[src/sv/dvru_pkg.sv]
package dvru_pkg;

	// table size, one cell per entry
	localparam int TABLE_ENTRIES = 64;

	localparam logic [7:0] COST_MAX = 8'hFF;

	// one advertised route
	typedef struct packed {
		logic [31:0] neighbor_addr;
		logic [31:0] recv_interface;
		logic [31:0] dest_addr;
		logic [7:0]  adv_cost;
	} in_item_t;

	// outcome of one advertisement
	typedef struct packed {
		logic        table_changed;
		logic        inserted_new;
		logic        dropped_full;
		logic [7:0]  route_cost;
		logic [31:0] route_next_hop;
		logic [31:0] route_interface;
	} result_t;

	// item as it travels along the cell chain
	typedef struct packed {
		logic [31:0] nbr;
		logic [31:0] ifc;
		logic [31:0] dest;
		logic [7:0]  cand;
		logic        claimed;
		logic        changed;
		logic        inserted;
		logic [7:0]  rc;
		logic [31:0] rn;
		logic [31:0] ri;
	} chain_item_t;

	// advertised cost plus one hop, saturating
	function automatic logic [7:0] sat_inc(input logic [7:0] cost);
		sat_inc = (cost == COST_MAX) ? COST_MAX : cost + 8'd1;
	endfunction

endpackage

[src/sv/dvru_cell.sv]
module dvru_cell (
	input  logic                    clk,
	input  logic                    arst_n,
	input  logic                    in_vld,
	input  dvru_pkg::chain_item_t   in_item,
	output logic                    out_vld,
	output dvru_pkg::chain_item_t   out_item,
	output logic                    occupied
);

	logic                  valid_q;
	logic [31:0]           dest_q;
	logic [7:0]            cost_q;
	logic [31:0]           hop_q;
	logic [31:0]           ifc_q;
	logic                  out_vld_q;
	dvru_pkg::chain_item_t out_item_q;
	dvru_pkg::chain_item_t nxt_item;
	logic                  open_item;
	logic                  hit;
	logic                  take_free;
	logic                  cheaper;
	logic                  dearer;

	// match or claim this entry for an item nobody has handled yet
	assign open_item = in_vld & ~in_item.claimed;
	assign hit       = open_item & valid_q & (dest_q == in_item.dest);
	assign take_free = open_item & ~valid_q;
	assign cheaper   = cost_q > in_item.cand;
	assign dearer    = (cost_q < in_item.cand) & (hop_q == in_item.nbr);

	// item handed on to the next cell
	always_comb begin
		nxt_item = in_item;
		if (hit) begin
			nxt_item.claimed = 1'b1;
			nxt_item.changed = cheaper | dearer;
			nxt_item.rc      = (cheaper | dearer) ? in_item.cand : cost_q;
			nxt_item.rn      = cheaper ? in_item.nbr : hop_q;
			nxt_item.ri      = cheaper ? in_item.ifc : ifc_q;
		end else if (take_free) begin
			nxt_item.claimed  = 1'b1;
			nxt_item.changed  = 1'b1;
			nxt_item.inserted = 1'b1;
			nxt_item.rc       = in_item.cand;
			nxt_item.rn       = in_item.nbr;
			nxt_item.ri       = in_item.ifc;
		end
	end

	// valid mark, cleared at reset
	always_ff @(posedge clk or negedge arst_n) begin
		if (!arst_n) begin
			valid_q <= 1'b0;
		end else if (take_free) begin
			valid_q <= 1'b1;
		end
	end

	// entry contents
	always_ff @(posedge clk) begin
		if (take_free) begin
			dest_q <= in_item.dest;
			cost_q <= in_item.cand;
			hop_q  <= in_item.nbr;
			ifc_q  <= in_item.ifc;
		end else if (hit && cheaper) begin
			cost_q <= in_item.cand;
			hop_q  <= in_item.nbr;
			ifc_q  <= in_item.ifc;
		end else if (hit && dearer) begin
			cost_q <= in_item.cand;
		end
	end

	// stage register towards the neighbour
	always_ff @(posedge clk or negedge arst_n) begin
		if (!arst_n) begin
			out_vld_q <= 1'b0;
		end else begin
			out_vld_q <= in_vld;
		end
	end

	always_ff @(posedge clk) begin
		out_item_q <= nxt_item;
	end

	assign out_vld  = out_vld_q;
	assign out_item = out_item_q;
	assign occupied = valid_q;

endmodule

[config.mk]
export PLATFORM = sky130hd
export DESIGN_NAME = dvru_cell
export DESIGN_NICKNAME = d
export VERILOG_FILES = /design/src/sv/dvru_pkg.sv /design/src/sv/dvru_cell.sv
export SDC_FILE = /design/constraint.sdc
export NUM_CORES = 1
export LEC_CHECK = 0
export BUFFER_PORTS_ARGS = -buffer_cell sky130_fd_sc_hd__buf_2
export CAP_MARGIN = 20
export CORE_ASPECT_RATIO = 0.5
export CORE_MARGIN = 5
export CORE_UTILIZATION = 49
export CTS_CLUSTER_SIZE = 28
export DETAILED_ROUTE_END_ITERATION = 16
export PLACE_DENSITY = 0.8
export SLEW_MARGIN = 10
export SYNTH_ARGS = -nofsm -noshare
export SYNTH_HDL_FRONTEND = slang
export SYNTH_SLANG_ARGS = --single-unit
[constraint.sdc]
create_clock -name clk -period 3.9 [get_ports clk]
set_input_delay 1.17 -clock clk [delete_from_list [all_inputs] [get_ports clk]]
set_output_delay 1.17 -clock clk [all_outputs]
set_load 0.02 [all_outputs]
; Word level (Yosys, flattened, before mapping)
; Cells that the tools add are included.
[totals]
ram_bits = 0
mem_bits_ro = 0
input_bits = 182
n_memories = 0
register_bits = 285
out_inout_bits = 181
latchBits = 0
[classes]
mul = 0
div_mod_pow = 0
n_shift = 0
mux = 14
reduce_logical = 5
n_eq_ne = 2
magnitude_cmp = 2
n_addsub = 0
bitwise_logic = 8
[ops]
columns = op, n
row1 = 32-bit 2-to-1 mux, 6
row2 = 74-bit 2-to-1 mux, 1
row3 = 72-bit 2-to-1 mux, 1
row4 = 32-bit equality test, 2
row5 = 8-bit 2-to-1 mux, 4
row6 = 8-bit > comparator, 1
row7 = 8-bit less-than comparator, 1
row8 = 1-bit AND, 5
row9 = 3-bit nonzero test, 1
row10 = 1-bit logical AND, 2
row11 = 1-bit 2-to-1 mux, 2
row12 = 1-bit NOT, 2
row13 = 2-bit nonzero test, 1
row14 = 2-bit OR reduction, 1
row15 = 1-bit bitwise OR, 1

; Depth between registers and ports, before layout
; Gate-level depths: netlist of the first run.
[depth]
word_depth = 8
mapped_depth = 10
depth_no_buf = 8

; Least setup slack after synthesis of the first run
; OpenSTA, ideal clock, no wires.
[synth_path]
path_kind = in2reg
from = input in_vld
to = register cost_q[0], enable pin
setup_time_ns = 0.335
arrival_time_ns = 3.418
required_ns = 3.565
stages = 6
setup_slack_ns = 0.147
path_buffers = 3
path_cell_list = nor2b_1 -> nor2b_1 -> clkbuf_1 -> clkbuf_1 -> clkbuf_1 -> nand2b_1
[synth_via]
word_cells_on_any_way = 7
classes_between = bitwise (4) / reduce/logical (3)
[synth_lines]
columns = element, line_no
row1 = start: declaration, dvru_cell.sv:4  ; input logic in_vld,
row2 = 1-bit AND, dvru_cell.sv:26  ; assign open_item = in_vld & ~in_item.claimed;
row3 = 1-bit AND, dvru_cell.sv:28  ; assign take_free = open_item & ~valid_q;
row4 = named net take_free, dvru_cell.sv:21  ; logic take_free;
row5 = 3-bit nonzero test (no source line), n/a
row6 = end signal: assignment, dvru_cell.sv:64  ; cost_q <= in_item.cand;
row7 = end signal: assignment, dvru_cell.sv:68  ; cost_q <= in_item.cand;
row8 = end signal: assignment, dvru_cell.sv:72  ; cost_q <= in_item.cand;
row9 = end: declaration, dvru_cell.sv:13  ; logic [7:0] cost_q;
; The timed path passes the listed nets, and every way through them passes these cells.
; A chain may end at the register's enable or synchronous reset.

==> results of run 1 <==
report_power, final:
| group | internal (mW) | switching, mW | leakage (nW) |
|---|---|---|---|
| Sequential | 3.18 | 0.0249 | 2.47 |
| Combinational | 0.207 | 0.326 | 2.65 |
| Clock | 1.42 | 1.06 | 0.416 |
through the flow:
step,hold slack (ns),util,std cells
5_1_grt,0.400,0.652,1413
6_report,0.426,0.652,1414
3_5_place_dp,0.523,0.609,1368
2_1_floorplan,0.502,-,760
3_3_place_gp,0.512,0.609,1368
4_1_cts,0.404,0.652,1412
kinds of logic (layout without fill, tap and decap cells):
logic type               Yosys count  in the layout  share of synthesized area
AO/OA/AOI/OAI                     90             90                     0.0910
buffers and inverters            108            494                     0.0476
adder cells (fa/ha/maj)            8              8                     0.0102
other                              0              2                          0
AND/OR/NAND/NOR                  205            205                      0.103
flip-flops                       285            285                      0.691
XOR/XNOR                          64             64                     0.0573
worst max-delay path by stage:
stage	to	cells past startpoint
2_1_floorplan	cost_q[0]	6
3_3_place_gp	out_item[70]	9
3_5_place_dp	out_item[46]	8
4_1_cts	out_item[46]	8
5_1_grt	out_item[66]	9
6_report	out_item[46]	8
final cells by class:
class	count	area, sq um
antenna	2	5.00
timing repair buffer	376	1950
multi-input combinational	367	2590
inverter	74	278
clock buffer	36	759
clock inverter	8	70.1
fill	1478	6800
tap	266	333
sequential	285	6760
cells in the mapped netlist:
cell	n
nor2b_1	2
or3_1	1
nor2_1	68
dfxtp_1	179
nor4_4	1
nor4_1	10
o21ai_0	2
nand2_1	11
or4_1	3
or2_2	2
nand3b_1	1
nand3_1	4
a211oi_2	41
ha_1	8
a21oi_1	1
o41ai_1	8
edfxtp_1	104
buf_6	3
nand2b_1	2
clkbuf_1	19
xnor2_1	31
and4_1	1
buf_4	9
nor4_2	1
inv_1	74
dfrtp_1	2
a221oi_1	1
nand4_1	16
a221o_1	1
nor3_1	82
o2111ai_1	1
a211oi_1	31
xor2_1	33
a21o_1	3
buf_2	3
o221ai_1	1
registers in the layout (all words and copies together), names as in the netlist:
name and cells:
out_item 179, dest_q 32, hop_q 32, ifc_q 32, cost_q 8, occupied 1, out_vld 1
per-layer routing:
layer,vias up,track usage
met5,-,0
met4,0,0.0624
met3,52,0.0445
met2,219,0.391
met1,3461,0.264
li1,3399,-
worst reg2reg max path, stage by stage (launching register included):
cell and delay (ns):
edfxtp_1 0.38, xnor2_1 0.25, nand4_1 0.13, or4_1 0.60, nor4_4 0.36, buf_4 0.50, nor3_1 0.16, a211oi_2 0.26
==> results.toml, run 1 <==
[run_status]
outcome = "finished, final reports clean"

[flow_run]
drv_cap = 0

[pwr]
pwr_density_cell_nw_per_um2 = 488
p_leak_nw = 5.53
ir_worst_vdd_mv = 0.364
totalPowerFinal_mw = 6.22

[worst_setup_path]
r2r-start = "dest_q[23]"
slowest_stage = "or4_1"
critPathRequiredTime_ns = 4.33
reg2regPathDepth = 7
worstPathCellList = "buf_2, xnor2_1, nand4_1, or4_1, nor4_4, buf_4, nor3_1, a211oi_2"
crit_start = "in_item[106]"
r2r_setup_slack_ns = 1.17
cp_max_fo = 45
crit_path_end_kind = "flip-flop"
max_stage_delay_ns = 0.60
path_delay_family = "simple AND/OR/NAND/NOR gates"
crit_type = "in -> reg"
critPathLaunchType = "input port"
r2r_end = "out_item[46]"
crit_arrival_ns = 3.55
path_buf_inv = 2

[synthesis]
ys_warn_count = 0
synth_cells = 760
syn_avg_cell_area_sq_um = 12.9
ys_seq_area_frac = 0.691
yosysTopAreaCell = "dfxtp_1"
synthTopCellsByArea = "dfxtp_1 37%, edfxtp_1 32%, a211oi_2 5.2%"
synth-seq-cells = 285
ys_types = 36
synth.top_cell.area_share = 0.366
syn_area_sq_um = 9780
synth_fp_nets = 950

[routing]
wl_met2_microns = 13500
dr.pass1.iters = 4
routed_via_density = 5.04
wl_met3_microns = 1430
ant_nets = 0
via_count = 7131
top_layer_used = "met4"
postRouteWirelength_microns = 26000
initialDrtViolationCount = 357
wl_per_cell_microns = 18.4
drt-met1-wl_microns = 10300
drc = 0

[timing]
fin_crit_ns = 3.12
period_share = 0.799
max_slew_margin = 0.314
skew_ns = 0.0203
timing.final.ws_setup_ns = 0.782
fmax_ghz = 0.321
setup_viol = 0
rsz0062_at_grt = "false"
hold_viol = 0
timing.setup.tns_ns = 0
final_max_slew_viol_count = 0
worst_pin_slew_ns = 1.02

[cells_and_area]
layout_commonest_cell = "buf_2"
syn_to_final_growth_pct = 30.3
drive_gt1_frac = 0.405
final_cell_mix = "362 x buf_2, 179 x dfxtp_1, 104 x edfxtp_1, 82 x nor3_1, 74 x inv_1"
nNetsFinal = 1318
fin_area_sq_um = 12700

[grt]
grt_pass1_wl_microns = 39200
grt_max_degree = 65
grt_usage = 0.215
antenna_found_initial = 1
grt_pass1_vias = 7258
overflow = 0

[cts]
htreeDepth = 1
cts_buffers = 24
cts_root_buf = "clkbuf_16"
cts_resized = 0
clockBufferDepth = 3
insertion_delay_ns = 0.53
clkSinkCount = 285
post_cts_buffers = 0
hold_buffers = 0
cts_tree = "yes"
clkTransAtPathRegs_ns = 0.06

[die]
initial_core_util = 0.500
core.rowCount = 36
ios = 363
die_w_microns = 210
die-area_sq_um = 23100
die_h_microns = 110
core-area_sq_um = 19500

[placement]
postPlaceCellArea_sq_um = 11900
place_ws_ns = 0.275
place_congestion = 0.834
port_buffers = 362
post-dp-hpwl_microns = 19200

[worst_hold_path]
hp-class = "in -> async"
(Power assumes the default switching activity.)
==> run 2, diff against run 1 <==
==> constraint.sdc (replaced) <==
create_clock -name clk -period 3 [get_ports clk]
set_input_delay 0.9 -clock clk [delete_from_list [all_inputs] [get_ports clk]]
set_output_delay 0.9 -clock clk [all_outputs]
set_load 0.02 [all_outputs]
==> run 2 against run 1 <==
Against the previous run:
- via count up 4.1%
- largest power group unchanged
- worst setup slack worse by 0.56 ns
- largest cell class unchanged
- wire length up 7.6%
- sequential cell count unchanged
==> results.toml, run 2 (same netlist as run 1, synthesis figures left out) <==
[die]
die_h_microns = 110
core-area_sq_um = 19500
core.rowCount = 36
die_w_microns = 210
ios = 363
die-area_sq_um = 23100
initial_core_util = 0.500

[cells_and_area]
layout_commonest_cell = "buf_2"
drive_gt1_frac = 0.436
post-route-util = 0.682
fin_area_sq_um = 13300
syn_to_final_growth_pct = 36.3
nNetsFinal = 1390
fin_cells = 1488
final_cell_mix = "362 x buf_2, 179 x dfxtp_1, 104 x edfxtp_1, 82 x nor3_1, 77 x buf_4"
largest_register_ffs = 179

[worst_hold_path]
hp-class = "in -> async"

[timing]
skew_ns = 0.00861
timing.setup.tns_ns = 0
fin_crit_ns = 2.78
max_slew_margin = 0.658
timing.final.ws_setup_ns = 0.220
period_share = 0.927
worst_hold_slack_ns = 0.146
fmax_ghz = 0.360
final_max_slew_viol_count = 0
setup_viol = 0
hold_viol = 0
rsz0062_at_grt = "false"
worst_pin_slew_ns = 0.512

[worst_setup_path]
cp.depth = 10
crit_arrival_ns = 3.19
crit_path_end_kind = "flip-flop"
r2r_setup_slack_ns = 0.31
reg2regPathDepth = 8
crit_start = "in_item[80]"
r2r_end = "out_item[8]"
path_buf_inv = 3
r2r-start = "cost_q[5]"
slowest_stage = "a221oi_1"
max_stage_delay_ns = 0.47
critPathRequiredTime_ns = 3.41
worstPathCellList = "buf_2, inv_1, ha_1, a21o_1, a21o_1, a221oi_1, nor2_1, a21o_4, buf_12, a211oi_1"
path_delay_family = "compound AO/OA/AOI/OAI gates"
worstSetupEndpoint = "out_item[8]"
cpMostUsedCell = "a21o_1"
critPathLaunchType = "input port"
crit_type = "in -> reg"
cp_max_fo = 35

[routing]
wl_per_cell_microns = 18.8
routed_via_density = 4.99
initialDrtViolationCount = 425
postRouteWirelength_microns = 28000
drc = 0
ant_nets = 0
via_count = 7423
dr.pass1.iters = 5

[run_status]
outcome = "finished, final reports clean"

[cts]
post_cts_buffers = 0
cts_resized = 0
cts_buffers = 25
clkSinkCount = 285
cts_root_buf = "clkbuf_16"
insertion_delay_ns = 0.53
cts_tree = "yes"
clockBufferDepth = 3
hold_buffers = 0
htreeDepth = 1
clkTransAtPathRegs_ns = 0.07

[placement]
dp_cells = 1439
place_congestion = 0.886
place_ws_ns = -0.226
postPlaceCellArea_sq_um = 12500
post-dp-hpwl_microns = 20800
port_buffers = 362

[pwr]
p_leak_nw = 5.87
totalPowerFinal_mw = 8.12
ir_worst_vdd_mv = 0.510
pwr_density_cell_nw_per_um2 = 609

[grt]
overflow = 0
grt_pass1_vias = 7679
grt_pass1_wl_microns = 41900
antenna_found_initial = 4
grt_max_degree = 59
grt_usage = 0.231

[flow_run]
drv_cap = 0
[run 2: worst min path at each step]
| stage | slack (ns) | from | depth (start not counted) | to |
|---|---|---|---|---|
| global placement | 0.51 | ifc_q[26] | 2 | out_item[26] |
| detailed placement | 0.52 | ifc_q[24] | 2 | out_item[24] |
| floorplan | 0.50 | ifc_q[23] | 2 | out_item[23] |
| global route | 0.12 | arst_n | 1 | occupied |
| CTS | 0.12 | arst_n | 1 | occupied |
| finish | 0.15 | arst_n | 1 | occupied |
[run 2: worst reg2reg max path, delay by kind of cell (launching register included)]
kind / cells / cell delay, ns
DFF: 1 / 0.41
AOI/OAI and AO/OA: 5 / 1.49
adders and majority gates: 1 / 0.33
buffers and inverters: 1 / 0.20
and+or+nand+nor: 1 / 0.15
[run 2: cell type report]
cell class	instances	area [sq um]
Antenna cell	3	7.51
Tap cell	266	333
Inverter	74	278
Clock inverter	16	161
Multi-Input combinational cell	367	2600
Clock buffer	30	644
Timing Repair Buffer	447	2550
Fill cell	1472	6220
Sequential cell	285	6760
[run 2: per-layer routing]
| metal | up-vias | track usage | routed length (microns) |
|---|---|---|---|
| li1 | 3558 | - | - |
| met1 | 3565 | 0.285 | 11400 |
| met2 | 241 | 0.410 | 14300 |
| met3 | 55 | 0.0556 | 1660 |
| met4 | 4 | 0.0651 | 670 |
| met5 | - | 0 | 19 |
[run 2: power breakdown]
group	switching [mW]	internal, mW
Clock	1.40	1.80
Sequential	0.0371	4.13
Combinational	0.435	0.315
Total	1.87	6.25
